<file path="src/sv/infix_to_postfix_converter_top_defines.svh">
// ----------------------------------------------------------------------------
// infix_to_postfix_converter_top_defines
// assertion macros used by the converter top rtl
// ----------------------------------------------------------------------------
`ifndef INFIX_TO_POSTFIX_CONVERTER_TOP_DEFINES_SVH
`define INFIX_TO_POSTFIX_CONVERTER_TOP_DEFINES_SVH

// same-cycle implication, disabled in reset
`define I2P_ASSERT_NOW(label, clk, rst_n, ante, cons) \
    label: assert property (@(posedge clk) disable iff (!rst_n) (ante) |-> (cons)) \
        else $error("i2p assertion failed");

// next-cycle implication, disabled in reset
`define I2P_ASSERT_NEXT(label, clk, rst_n, ante, cons) \
    label: assert property (@(posedge clk) disable iff (!rst_n) (ante) |=> (cons)) \
        else $error("i2p assertion failed");

`endif

</file>
<file path="src/sv/i2p_pkg.sv">
// ----------------------------------------------------------------------------
// i2p_pkg
// types, character codes and helpers for the infix to postfix converter
// ----------------------------------------------------------------------------
package i2p_pkg;

    localparam int STACK_DEPTH = 32;
    localparam int CHAR_W      = 8;
    localparam int CNT_W       = $clog2(STACK_DEPTH + 1);

    localparam logic [CHAR_W-1:0] CH_POW   = 8'h5E;
    localparam logic [CHAR_W-1:0] CH_MUL   = 8'h2A;
    localparam logic [CHAR_W-1:0] CH_DIV   = 8'h2F;
    localparam logic [CHAR_W-1:0] CH_MOD   = 8'h25;
    localparam logic [CHAR_W-1:0] CH_ADD   = 8'h2B;
    localparam logic [CHAR_W-1:0] CH_SUB   = 8'h2D;
    localparam logic [CHAR_W-1:0] CH_OPEN  = 8'h28;
    localparam logic [CHAR_W-1:0] CH_CLOSE = 8'h29;

    localparam logic [1:0] KIND_SYMBOL    = 2'd0;
    localparam logic [1:0] KIND_DONE      = 2'd1;
    localparam logic [1:0] KIND_PAREN_ERR = 2'd2;
    localparam logic [1:0] KIND_OVERFLOW  = 2'd3;

    typedef struct packed {
        logic              action;
        logic [CHAR_W-1:0] symbol;
    } in_item_t;

    typedef struct packed {
        logic [CHAR_W-1:0] out_symbol;
        logic [1:0]        kind;
        logic              last;
    } res_item_t;

    typedef enum logic [1:0] {
        ST_IDLE,
        ST_CLOSE,
        ST_OPER,
        ST_FLUSH
    } state_t;

    typedef enum logic [1:0] {
        SOP_HOLD,
        SOP_PUSH,
        SOP_POP,
        SOP_REPLACE
    } stack_op_t;

    typedef enum logic [1:0] {
        COP_HOLD,
        COP_ABOVE,
        COP_BELOW
    } cell_op_t;

    typedef struct packed {
        stack_op_t         op;
        logic [CHAR_W-1:0] data;
    } stack_ctrl_t;

    function automatic logic [1:0] prio(input logic [CHAR_W-1:0] c);
        logic [1:0] p;
        p = 2'd0;
        if (c == CH_POW)
        begin
            p = 2'd3;
        end
        else if (c == CH_MUL || c == CH_DIV || c == CH_MOD)
        begin
            p = 2'd2;
        end
        else if (c == CH_ADD || c == CH_SUB)
        begin
            p = 2'd1;
        end
        return p;
    endfunction

    function automatic logic is_operand(input logic [CHAR_W-1:0] c);
        return (c >= 8'h30 && c <= 8'h39) || (c >= 8'h41 && c <= 8'h5A)
            || (c >= 8'h61 && c <= 8'h7A);
    endfunction

endpackage

</file>
<file path="src/sv/infix_to_postfix_converter_top.sv">
// ----------------------------------------------------------------------------
// infix_to_postfix_converter_top
// shunting-yard converter from infix characters to a postfix stream
// ----------------------------------------------------------------------------
// input channel: in_valid / in_stall / in_item carry one character or an end
// mark per transaction. result channel: res_valid / res_stall / res_item carry
// postfix characters, done markers and error codes; last marks the final
// result of an input transaction.
// a transaction is taken only while the converter sits idle. operands, '(' and
// operators that pop nothing finish in the cycle they are taken; their result
// is registered onto res_item. an operator that pops moves to the oper state,
// which pops one entry per cycle while the result register can take it; ')'
// moves to the close state, which pops down to and including the first '(' and
// gives the error when no '(' is stacked; the end mark moves to the flush
// state, which pops down to the first '(', gives the error on that '(' and
// then the done marker, only the last after an error.
// results sit in one output register; a stalled result holds it and the
// converter waits, while a new transaction is still taken once the register
// is being drained in the same cycle.
// reset empties the stack and clears the error flag; stack entries themselves
// are not cleared since only entries below the count are read.
// ----------------------------------------------------------------------------
`include "infix_to_postfix_converter_top_defines.svh"

module infix_to_postfix_converter_top (
    input  logic                 clk,
    input  logic                 rst_n,
    input  logic                 in_valid,
    output logic                 in_stall,
    input  i2p_pkg::in_item_t    in_item,
    output logic                 res_valid,
    input  logic                 res_stall,
    output i2p_pkg::res_item_t   res_item
);

    localparam logic [i2p_pkg::CNT_W-1:0] FULL_CNT = i2p_pkg::CNT_W'(i2p_pkg::STACK_DEPTH);
    localparam logic [i2p_pkg::CNT_W-1:0] ONE_CNT  = i2p_pkg::CNT_W'(1);

    i2p_pkg::state_t             state_reg, state_next;
    logic [i2p_pkg::CNT_W-1:0]   cnt_reg, cnt_next;
    logic                        err_reg, err_next;
    logic [i2p_pkg::CHAR_W-1:0]  cur_reg, cur_next;
    logic                        res_valid_reg, res_valid_next;
    i2p_pkg::res_item_t          res_item_reg;

    i2p_pkg::stack_ctrl_t        sctl;
    logic [i2p_pkg::CHAR_W-1:0]  top, second;

    logic                        can_emit;
    logic                        emit;
    i2p_pkg::res_item_t          emit_item;
    logic [i2p_pkg::CHAR_W-1:0]  sym;
    logic [1:0]                  p_in, p_cur;
    logic                        full;
    logic                        top_stops_in, top_stops_cur, next_stops_cur;

    i2p_stack u_stack (
        .clk    (clk),
        .ctrl   (sctl),
        .top    (top),
        .second (second)
    );

    assign sym      = in_item.symbol;
    assign can_emit = !res_valid_reg || !res_stall;
    assign full     = (cnt_reg == FULL_CNT);
    assign p_in     = i2p_pkg::prio(sym);
    assign p_cur    = i2p_pkg::prio(cur_reg);

    // popping stops at an empty stack, a '(' or a lower priority operator
    assign top_stops_in   = (cnt_reg == '0) || (top == i2p_pkg::CH_OPEN)
                          || (i2p_pkg::prio(top) < p_in);
    assign top_stops_cur  = (cnt_reg == '0) || (top == i2p_pkg::CH_OPEN)
                          || (i2p_pkg::prio(top) < p_cur);
    assign next_stops_cur = (cnt_reg == ONE_CNT) || (second == i2p_pkg::CH_OPEN)
                          || (i2p_pkg::prio(second) < p_cur);

    always_ff @(posedge clk or negedge rst_n)
    begin
        if (!rst_n)
        begin
            state_reg     <= i2p_pkg::ST_IDLE;
            cnt_reg       <= '0;
            err_reg       <= 1'b0;
            res_valid_reg <= 1'b0;
        end
        else
        begin
            state_reg     <= state_next;
            cnt_reg       <= cnt_next;
            err_reg       <= err_next;
            res_valid_reg <= res_valid_next;
        end
    end

    always_ff @(posedge clk)
    begin
        cur_reg <= cur_next;
        if (emit)
        begin
            res_item_reg <= emit_item;
        end
    end

    always_comb
    begin
        state_next = state_reg;
        cnt_next   = cnt_reg;
        err_next   = err_reg;
        cur_next   = cur_reg;
        emit       = 1'b0;
        emit_item  = '{out_symbol: '0, kind: i2p_pkg::KIND_SYMBOL, last: 1'b0};
        sctl       = '{op: i2p_pkg::SOP_HOLD, data: cur_reg};
        in_stall   = 1'b1;

        unique case (state_reg)
            i2p_pkg::ST_IDLE:
            begin
                in_stall = !can_emit;
                if (in_valid && can_emit)
                begin
                    if (in_item.action)
                    begin
                        // after an error only the done marker goes out
                        if (err_reg)
                        begin
                            cnt_next = '0;
                        end
                        state_next = i2p_pkg::ST_FLUSH;
                    end
                    else if (err_reg)
                    begin
                        state_next = i2p_pkg::ST_IDLE;
                    end
                    else if (i2p_pkg::is_operand(sym))
                    begin
                        emit      = 1'b1;
                        emit_item = '{out_symbol: sym, kind: i2p_pkg::KIND_SYMBOL, last: 1'b1};
                    end
                    else if (sym == i2p_pkg::CH_OPEN || (p_in != 2'd0 && top_stops_in))
                    begin
                        if (full)
                        begin
                            emit      = 1'b1;
                            emit_item = '{out_symbol: '0, kind: i2p_pkg::KIND_OVERFLOW,
                                          last: 1'b1};
                            err_next  = 1'b1;
                        end
                        else
                        begin
                            sctl     = '{op: i2p_pkg::SOP_PUSH, data: sym};
                            cnt_next = cnt_reg + ONE_CNT;
                        end
                    end
                    else if (sym == i2p_pkg::CH_CLOSE)
                    begin
                        state_next = i2p_pkg::ST_CLOSE;
                    end
                    else if (p_in != 2'd0)
                    begin
                        cur_next   = sym;
                        state_next = i2p_pkg::ST_OPER;
                    end
                end
            end

            i2p_pkg::ST_OPER:
            begin
                if (can_emit)
                begin
                    if (top_stops_cur)
                    begin
                        if (full)
                        begin
                            emit      = 1'b1;
                            emit_item = '{out_symbol: '0, kind: i2p_pkg::KIND_OVERFLOW,
                                          last: 1'b1};
                            err_next  = 1'b1;
                        end
                        else
                        begin
                            sctl     = '{op: i2p_pkg::SOP_PUSH, data: cur_reg};
                            cnt_next = cnt_reg + ONE_CNT;
                        end
                        state_next = i2p_pkg::ST_IDLE;
                    end
                    else if (next_stops_cur)
                    begin
                        // last pop: the new operator takes the freed top slot
                        emit       = 1'b1;
                        emit_item  = '{out_symbol: top, kind: i2p_pkg::KIND_SYMBOL, last: 1'b1};
                        sctl       = '{op: i2p_pkg::SOP_REPLACE, data: cur_reg};
                        state_next = i2p_pkg::ST_IDLE;
                    end
                    else
                    begin
                        emit      = 1'b1;
                        emit_item = '{out_symbol: top, kind: i2p_pkg::KIND_SYMBOL, last: 1'b0};
                        sctl.op   = i2p_pkg::SOP_POP;
                        cnt_next  = cnt_reg - ONE_CNT;
                    end
                end
            end

            i2p_pkg::ST_CLOSE:
            begin
                if (can_emit)
                begin
                    if (cnt_reg == '0)
                    begin
                        emit       = 1'b1;
                        emit_item  = '{out_symbol: '0, kind: i2p_pkg::KIND_PAREN_ERR,
                                       last: 1'b1};
                        err_next   = 1'b1;
                        state_next = i2p_pkg::ST_IDLE;
                    end
                    else if (top == i2p_pkg::CH_OPEN)
                    begin
                        sctl.op    = i2p_pkg::SOP_POP;
                        cnt_next   = cnt_reg - ONE_CNT;
                        state_next = i2p_pkg::ST_IDLE;
                    end
                    else
                    begin
                        emit      = 1'b1;
                        emit_item = '{out_symbol: top, kind: i2p_pkg::KIND_SYMBOL,
                                      last: (cnt_reg != ONE_CNT)
                                            && (second == i2p_pkg::CH_OPEN)};
                        sctl.op   = i2p_pkg::SOP_POP;
                        cnt_next  = cnt_reg - ONE_CNT;
                    end
                end
            end

            i2p_pkg::ST_FLUSH:
            begin
                if (can_emit)
                begin
                    emit = 1'b1;
                    if (cnt_reg == '0)
                    begin
                        emit_item  = '{out_symbol: '0, kind: i2p_pkg::KIND_DONE, last: 1'b1};
                        err_next   = 1'b0;
                        state_next = i2p_pkg::ST_IDLE;
                    end
                    else if (top == i2p_pkg::CH_OPEN)
                    begin
                        // unclosed '(' drops the rest of the stack
                        emit_item = '{out_symbol: '0, kind: i2p_pkg::KIND_PAREN_ERR,
                                      last: 1'b0};
                        cnt_next  = '0;
                    end
                    else
                    begin
                        emit_item = '{out_symbol: top, kind: i2p_pkg::KIND_SYMBOL, last: 1'b0};
                        sctl.op   = i2p_pkg::SOP_POP;
                        cnt_next  = cnt_reg - ONE_CNT;
                    end
                end
            end

            default:
            begin
                state_next = i2p_pkg::ST_IDLE;
            end
        endcase
    end

    always_comb
    begin
        if (emit)
        begin
            res_valid_next = 1'b1;
        end
        else if (res_valid_reg && !res_stall)
        begin
            res_valid_next = 1'b0;
        end
        else
        begin
            res_valid_next = res_valid_reg;
        end
    end

    assign res_valid = res_valid_reg;
    assign res_item  = res_item_reg;

    `I2P_ASSERT_NOW(a_cnt_bound, clk, rst_n, 1'b1, cnt_reg <= FULL_CNT)
    `I2P_ASSERT_NOW(a_accept_idle, clk, rst_n, in_valid && !in_stall,
                    state_reg == i2p_pkg::ST_IDLE)
    `I2P_ASSERT_NOW(a_overflow_full, clk, rst_n,
                    emit && emit_item.kind == i2p_pkg::KIND_OVERFLOW, full)
    `I2P_ASSERT_NEXT(a_done_clears, clk, rst_n,
                     emit && emit_item.kind == i2p_pkg::KIND_DONE,
                     state_reg == i2p_pkg::ST_IDLE && cnt_reg == '0 && !err_reg)

endmodule

</file>
<file path="src/sv/i2p_cell.sv">
// ----------------------------------------------------------------------------
// i2p_cell
// one entry of the shifting operator stack
// ----------------------------------------------------------------------------
module i2p_cell (
    input  logic                          clk,
    input  i2p_pkg::cell_op_t             op,
    input  logic [i2p_pkg::CHAR_W-1:0]    above,
    input  logic [i2p_pkg::CHAR_W-1:0]    below,
    output logic [i2p_pkg::CHAR_W-1:0]    value
);

    logic [i2p_pkg::CHAR_W-1:0] data_reg;

    always_ff @(posedge clk)
    begin
        case (op)
            i2p_pkg::COP_ABOVE: data_reg <= above;
            i2p_pkg::COP_BELOW: data_reg <= below;
            default:            data_reg <= data_reg;
        endcase
    end

    assign value = data_reg;

endmodule

</file>
<file path="src/sv/i2p_stack.sv">
// ----------------------------------------------------------------------------
// i2p_stack
// operator stack as a row of cells, top entry in cell zero
// ----------------------------------------------------------------------------
module i2p_stack (
    input  logic                          clk,
    input  i2p_pkg::stack_ctrl_t          ctrl,
    output logic [i2p_pkg::CHAR_W-1:0]    top,
    output logic [i2p_pkg::CHAR_W-1:0]    second
);

    logic [i2p_pkg::CHAR_W-1:0] cell_data [i2p_pkg::STACK_DEPTH];

    for (genvar i = 0; i < i2p_pkg::STACK_DEPTH; i++)
    begin : g_cell
        logic [i2p_pkg::CHAR_W-1:0] above;
        logic [i2p_pkg::CHAR_W-1:0] below;
        i2p_pkg::cell_op_t          op;

        if (i == 0)
        begin : g_first
            assign above = ctrl.data;
        end
        else
        begin : g_inner
            assign above = cell_data[i-1];
        end

        if (i == i2p_pkg::STACK_DEPTH - 1)
        begin : g_bottom
            assign below = '0;
        end
        else
        begin : g_upper
            assign below = cell_data[i+1];
        end

        // replace only rewrites the top cell
        always_comb
        begin
            unique case (ctrl.op)
                i2p_pkg::SOP_PUSH:    op = i2p_pkg::COP_ABOVE;
                i2p_pkg::SOP_POP:     op = i2p_pkg::COP_BELOW;
                i2p_pkg::SOP_REPLACE: op = (i == 0) ? i2p_pkg::COP_ABOVE : i2p_pkg::COP_HOLD;
                default:              op = i2p_pkg::COP_HOLD;
            endcase
        end

        i2p_cell u_cell (
            .clk   (clk),
            .op    (op),
            .above (above),
            .below (below),
            .value (cell_data[i])
        );
    end

    assign top    = cell_data[0];
    assign second = cell_data[1];

endmodule

</file>
<file path="config.mk">
export PLATFORM = sky130hd
export DESIGN_NAME = infix_to_postfix_converter_top
export DESIGN_NICKNAME = d
export VERILOG_FILES = /design/src/sv/i2p_pkg.sv /design/src/sv/infix_to_postfix_converter_top.sv /design/src/sv/i2p_cell.sv /design/src/sv/i2p_stack.sv
export VERILOG_INCLUDE_DIRS = /design/src /design/src/sv
export SDC_FILE = /design/constraint.sdc
export NUM_CORES = 1
export LEC_CHECK = 0
export BUFFER_PORTS_ARGS = -buffer_cell sky130_fd_sc_hd__buf_2
export CORE_UTILIZATION = 63
export DETAILED_ROUTE_END_ITERATION = 10
export PLACE_DENSITY_LB_ADDON = 0.25
export SLEW_MARGIN = 10
export SYNTH_ARGS = -nofsm -noshare
export SYNTH_HDL_FRONTEND = slang
export SYNTH_SLANG_ARGS = --single-unit
</file>
<file path="constraint.sdc">
create_clock -name clk -period 10.9 [get_ports clk]
set_input_delay 1.09 -clock clk [delete_from_list [all_inputs] [get_ports clk]]
set_output_delay 1.09 -clock clk [all_outputs]
set_load 0.01 [all_outputs]
</file>
==> results.cfg, run 1 <==
[outcome]
status = complete, no violations

[global_route]
first_global_vias = 7049
grt.met1_usage = 0.288
wire_length_of_the_first_global_routing_pass_mm = 36.0
antenna_violations_before_repair = 0
globalRoute.busiestLayer = met2
use_met2 = 0.332
maximum_number_of_pins_on_one_net_before_global_route_repair = 157
gr-usage-all-layers = 0.204
gr-total-overflow = 0
met3_usage = 0.0360

[detailed_routing]
antenna_violating_nets_post_route = 0
post_drt_via_cell_ratio = 6.15
avgRoutedWirePerCell_um = 19.0
drc_errors = 0
routed_wirelength_mm = 21.7
via_count = 7006
drt_iter0_markers = 477
drt_first_pass_iters = 5

[finish]
antenna_cells = 0
fillers = 1244
drive_gt1_frac = 0.389
most-common-layout-cells = edfxtp_1 (275), mux2_2 (246), clkbuf_16 (29), o21ai_0 (27), buf_2 (25)
max_reg_flops = 256
post-route-util = 0.707
most_common_cell_after_layout_fill_and_taps_aside = edfxtp_1
finish.net_count = 878
areaGrowthSynthToFinish_pct = 8.86

[sta]
worst_relative_slew_slack = 0.221
post_route_setup_tns_ns = 0
unrepaired_setup_endpoints_after_global_routing = no
tightest_slew_ns = 1.17
final_max_slew_viol_count = 0
fin_crit_sh = 0.529
timing.clock.skew_ns = 0.0116
timing.fmax_ghz = 0.173
finalWorstPathRequiredPeriod_ns = 5.77
final_hold_vio_count = 0
report.final.setup_viol = 0
finalWorstSetupSlack_ns = 5.13

[synth]
portion_of_the_post_synthesis_area_used_by_sequential_elements = 0.639
synth.net_count = 862
yosys_register_bits = 285
synth_edf_count = 275
synth_area_um2 = 13300
postSynthCellCount = 836
synth_top_cell_area_share = 0.620
yosys_warnings = 0
synth_area_leader_cell = edfxtp_1
synth_area_per_cell_um2 = 15.9
yosysUniqueCellTypes = 78
yosys_most_used_dff = edfxtp_1
post_synth_main_area_contributors = edfxtp_1 (62%), mux2_2 (21%), dfrtp_1 (1.9%)
share_of_synthesized_flip_flops_with_an_asynchronous_set_or_reset = 0.0351

[floorplan]
die_y_um = 147
design.portCount = 26
row_count = 52
dieWidth_um = 147
die_area_um2 = 21700
floorplan.initialDensity = 0.650
core_region_area_um2 = 20500

[critical_path]
cp_data_required_time_ns = 11.19
worst_ep_arrival_time_ns = 6.05
critical_path_peak_fanout = 95
cpMaxStageDelayCell = buf_4
ff2ff_setup_slack_ns = 5.13
critPathKind = reg2reg
critical-path-top-cell-by-count = a21oi_1
path_cells = nor4b_4 -> a32oi_1 -> o21ai_0 -> ha_1 -> nand2_1 -> nor3_1 -> a21oi_1 -> a21oi_1 -> and2_1 -> ha_4 -> buf_4 -> mux2_2
worstSetupEndpointType = flop
critical-path-max-stage-delay_ns = 0.98
critical_path.n_buffers_inverters = 1
crit_family = compound AO/OA/AOI/OAI gates
worstSetupStartpointType = flop

[clocking]
postCtsSetupBuffers = 0
cts-buffers-inserted = 29
clk_path_buf_depth = 3
clock_tree.htree_level_count = 1
clkSinkCount = 285
cts-root-buf = clkbuf_16
cts_tree = done
postCtsHoldBufs = 0
cts.repair.resized = 0
clkSlewWorstSetupHoldPaths_ns = 0.06
clock_insertion_delay_worst_skew_ns = 0.54

[hold_path]
min_path_type = in2async

[placement]
hpwl_detailed_mm = 13.1
portBuffers = 25
dp_worst_setup_slack_ns = 4.86
gp_congestion = 0.861

[pwr]
irDropWorstVdd_uv = 368
power.static_leakage_nw = 4.81
power-per-cell-area_nw_per_um2 = 367

[flow_run]
maxcap_violations = 0
[layer usage]
layer	vias to the layer above	part of all wire	wire length, um
met5	-	0	0
li1	3325	-	-
met1	3503	0.45	9770
met4	0	0.012	261
met3	24	0.043	929
met2	154	0.49	10700
[final cells by class]
class | instances | area, um^2 | area share
clock inverters | 13 | 113 | 0.00777
inverters | 12 | 52.6 | 0.00363
well taps | 270 | 338 | 0.0233
flip-flops and latches | 285 | 8510 | 0.587
multi-input cells | 495 | 4580 | 0.316
clock buffers | 35 | 748 | 0.0516
repair buffers | 29 | 155 | 0.0107
[worst reg2reg max path, stage by stage, from the launching register on]
cell and delay, ns:
edfxtp_1 0.48, nor4b_4 0.45, a32oi_1 0.15, o21ai_0 0.28
ha_1 0.26, nand2_1 0.07, nor3_1 0.15, a21oi_1 0.29
a21oi_1 0.59, and2_1 0.33, ha_4 0.94, buf_4 1.04
mux2_2 0.49
[where the power goes]
group          total [mW]  switching [mW]  internal [mW]
Clock               0.919           0.390          0.529
Sequential           2.55           0.316           2.23
Combinational        1.85           0.961          0.886
Total                5.32            1.67           3.65
[cells by family after synthesis]
logic type | synth area share
AOI/OAI and AO/OA | 0.0536
xor gates and xnor gates | 0.00526
adders and majority gates | 0.0122
buffers and inverters | 0.0180
DFF | 0.639
muxes | 0.217
and+or+nand+nor | 0.0548
[cell usage after synthesis (all sizes together), types with 7 or more instances]
library cell  number
nor2b             13
mux2             253
a21oi             17
a31oi              7
inv               12
o21ai             27
nand3             11
clkbuf            32
a22o               8
nand2             20
ha                13
dfrtp             10
buf               12
edfxtp           275
nor2              17
nor3               7
[worst paths after layout]
| path | cells after the start | endpoint | startpoint |
|---|---|---|---|
| worst max register to register | 12 | u_stack.g_cell[26].u_cell.value[4]$_DFFE_PP_ | u_stack.g_cell[0].u_cell.value[4]$_DFFE_PP_ |
| worst max-delay path | 12 | u_stack.g_cell[26].u_cell.value[4]$_DFFE_PP_ | u_stack.g_cell[0].u_cell.value[4]$_DFFE_PP_ |
| max in group asynchronous | 1 | res_valid$_DFFE_PN0P_ | rst_n |
| worst min register to register | 1 | u_stack.g_cell[30].u_cell.value[1]$_DFFE_PP_ | u_stack.g_cell[31].u_cell.value[1]$_SDFFCE_PN0P_ |
| min in group clk | 1 | u_stack.g_cell[30].u_cell.value[1]$_DFFE_PP_ | u_stack.g_cell[31].u_cell.value[1]$_SDFFCE_PN0P_ |
| worst min-delay path | 1 | cnt_reg[4]$_DFFE_PN0P_ | rst_n |
[through the flow]
| stage | hold slack (ns) | total power [mW] | cells | area, um^2 |
|---|---|---|---|---|
| after CTS | 0.391 | 5.36 | 1139 | 14500 |
| after global placement | 0.534 | 4.23 | 1091 | 13600 |
| after floorplan | 0.516 | 4.09 | 836 | 13300 |
| after detailed placement | 0.542 | 4.41 | 1091 | 13600 |
| final | 0.406 | 5.32 | 1139 | 14500 |
| after global routing | 0.405 | 5.63 | 1139 | 14500 |
No activity file was read; power rests on OpenSTA's default activity.
==> inputs of run 2 (changes only) <==
ABC_AREA = 1   (was not set)
CORE_UTILIZATION = 57   (was 63)
clock period = 4.78 ns   (was 10.9 ns; I/O delays follow)
==> results.cfg, run 2 <==
[sta]
worst_relative_slew_slack = 0.492
timing.fmax_ghz = 0.265
tightest_slew_ns = 0.762
report.final.setup_viol = 0
finalWorstSetupSlack_ns = 1.01
post_route_setup_tns_ns = 0
final_hold_vio_count = 0
finalHoldWorstSlack_ns = 0.190
unrepaired_setup_endpoints_after_global_routing = no
fin_crit_sh = 0.789
final_max_slew_viol_count = 0
finalWorstPathRequiredPeriod_ns = 3.77
timing.clock.skew_ns = 0.0111

[floorplan]
design.portCount = 26
floorplan.initialDensity = 0.585
dieWidth_um = 155
core_region_area_um2 = 22800
row_count = 55
die_y_um = 155
die_area_um2 = 24100

[clocking]
clkSlewWorstSetupHoldPaths_ns = 0.06
clock_tree.htree_level_count = 1
cts_tree = done
postCtsSetupBuffers = 0
cts-buffers-inserted = 30
cts-root-buf = clkbuf_16
cts.repair.resized = 0
clk_path_buf_depth = 3
clock_insertion_delay_worst_skew_ns = 0.55
postCtsHoldBufs = 1
clkSinkCount = 285

[synth]
share_of_synthesized_flip_flops_with_an_asynchronous_set_or_reset = 0.0351
portion_of_the_post_synthesis_area_used_by_sequential_elements = 0.636
yosysUniqueCellTypes = 45
synth_top_cell_area_share = 0.618
yosys_warnings = 0
synth_area_leader_cell = edfxtp_1
synth.net_count = 1343
synth_common_cells = edfxtp_1 (275), nand2_1 (255), inv_1 (160)
synth_edf_count = 275
yosys_register_bits = 285
post_synth_main_area_contributors = edfxtp_1 (62%), nand2_1 (7.2%), o21ai_0 (4.9%)
synth_area_um2 = 13400
postSynthCellCount = 1317
yosys_most_used_dff = edfxtp_1
synth_area_per_cell_um2 = 10.2
synth_most_common_cell = edfxtp_1

[finish]
most_common_cell_after_layout_fill_and_taps_aside = edfxtp_1
drive_gt1_frac = 0.119
post-route-util = 0.650
antenna_cells = 0
fillers = 1809
max_reg_flops = 256
most-common-layout-cells = edfxtp_1 (275), nand2_1 (253), inv_1 (159), nor2_1 (153), o21ai_0 (131)
post_layout_nonfiller_instances = 1674
finish.net_count = 1364
areaGrowthSynthToFinish_pct = 11.1
finish.instance_area_um2 = 14900

[critical_path]
setup.worst_path.start = cur_reg[0]$_DFFE_PP_
critical_path_peak_fanout = 62
cpMaxStageDelayCell = buf_4
worstSetupStartpointType = flop
critPathKind = reg2reg
worst_r2r_startpoint = cur_reg[0]$_DFFE_PP_
critical-path-max-stage-delay_ns = 0.64
worstSetupEndpointType = flop
reg2reg_path_depth = 13
ff2ff_setup_slack_ns = 1.01
reg2reg_to = u_stack.g_cell[27].u_cell.value[4]$_DFFE_PP_
cp_data_required_time_ns = 4.95
path_cells = inv_1 -> o311ai_0 -> a21boi_0 -> ha_1 -> nand2_1 -> nand2_2 -> nand3_2 -> nand2_1 -> nand2_2 -> nor2_1 -> ha_4 -> clkinvlp_4 -> buf_4
worst_ep_arrival_time_ns = 3.94

[placement]
gp_congestion = 0.919
hpwl_detailed_mm = 15.0
portBuffers = 25
place_area_um2 = 13900
dp_worst_setup_slack_ns = 1.11
placedCellCount = 1618

[hold_path]
hold_path_startpoint = in_item[6]
holdPathStages = 1
min_path_type = in2reg
hold_path_end = cur_reg[6]$_DFFE_PP_

[outcome]
status = complete, no violations

[pwr]
power_mw = 12.5
power-per-cell-area_nw_per_um2 = 838
power.static_leakage_nw = 5.85
irDropWorstVdd_uv = 828

[flow_run]
maxcap_violations = 0

[global_route]
wire_length_of_the_first_global_routing_pass_mm = 38.7
first_global_vias = 8225
maximum_number_of_pins_on_one_net_before_global_route_repair = 126
gr-total-overflow = 0
antenna_violations_before_repair = 0
gr-usage-all-layers = 0.196

[detailed_routing]
drc_errors = 0
post_drt_via_cell_ratio = 5.31
antenna_violating_nets_post_route = 0
via_count = 8894
drt_iter0_markers = 721
routed_wirelength_mm = 23.2
avgRoutedWirePerCell_um = 13.9
drt_first_pass_iters = 5
## run 2: cell count changes after synthesis, moves of 7 or more
cell	previous run	this run
nand2_1	20	255
mux2_2	246	24
inv_1	12	160
nor2_1	17	154
o21ai_0	27	131
a21oi_1	15	110
nand3_1	11	39
clkbuf_1	31	46
nor2b_1	13	0
inv_2	0	11
a22o_1	7	0
mux2_1	7	0
nand2_2	0	7
nand3_2	0	7
## run 2: kinds of logic after synthesis
family / count (synthesis) / share of synthesized area
AND/OR/NAND/NOR: 496 / 0.157
flip-flops: 285 / 0.636
buffers and inverters: 228 / 0.0665
multiplexers: 24 / 0.0202
XOR/XNOR: 7 / 0.00459
AO/OA/AOI/OAI: 264 / 0.103
adder cells (fa/ha/maj): 13 / 0.0122
## run 2: how the worst max path moves through the flow
stage	slack, ns	to
after detailed placement	1.11	u_stack.g_cell[21].u_cell.value[4]$_DFFE_PP_
after global routing	0.78	u_stack.g_cell[30].u_cell.value[7]$_DFFE_PP_
after global placement	1.17	u_stack.g_cell[19].u_cell.value[4]$_DFFE_PP_
after floorplan	-1.35	u_stack.g_cell[10].u_cell.value[0]$_DFFE_PP_
final	1.01	u_stack.g_cell[27].u_cell.value[4]$_DFFE_PP_
after CTS	1.09	u_stack.g_cell[28].u_cell.value[4]$_DFFE_PP_
## run 2: routing by layer
layer	part of all wire	up-vias	wire [um]	global-route usage
li1	-	4501	-	-
met1	0.48	4153	11200	0.286
met2	0.45	191	10400	0.299
met3	0.047	49	1100	0.0357
met4	0.023	0	528	0.0669
met5	0	-	0	0
## run 2: final cells by class
class / instances / area, um^2 / share of cell area
Clock buffer: 41 / 813 / 0.0547
Clock inverter: 14 / 119 / 0.00800
Inverter: 173 / 658 / 0.0443
Multi-Input combinational cell: 804 / 4020 / 0.271
Sequential cell: 285 / 8510 / 0.573
Tap cell: 313 / 392 / 0.0264
Timing Repair Buffer: 44 / 345 / 0.0232
## run 2: power by group
part	leakage (nW)	switching (mW)	total (mW)	internal [mW]
clock network	0.458	0.915	2.21	1.29
registers	2.69	0.550	5.72	5.17
logic	2.70	3.12	4.53	1.41
total	5.85	4.58	12.5	7.87
## run 2: worst max-delay path, delay by kind of cell, from the launching register on
kind / cells / cell delay [ns]
buf+inv: 3 / 0.90
simple gates: 6 / 0.83
fa+ha+maj: 2 / 0.59
flops: 1 / 0.42
compound gates: 2 / 0.60
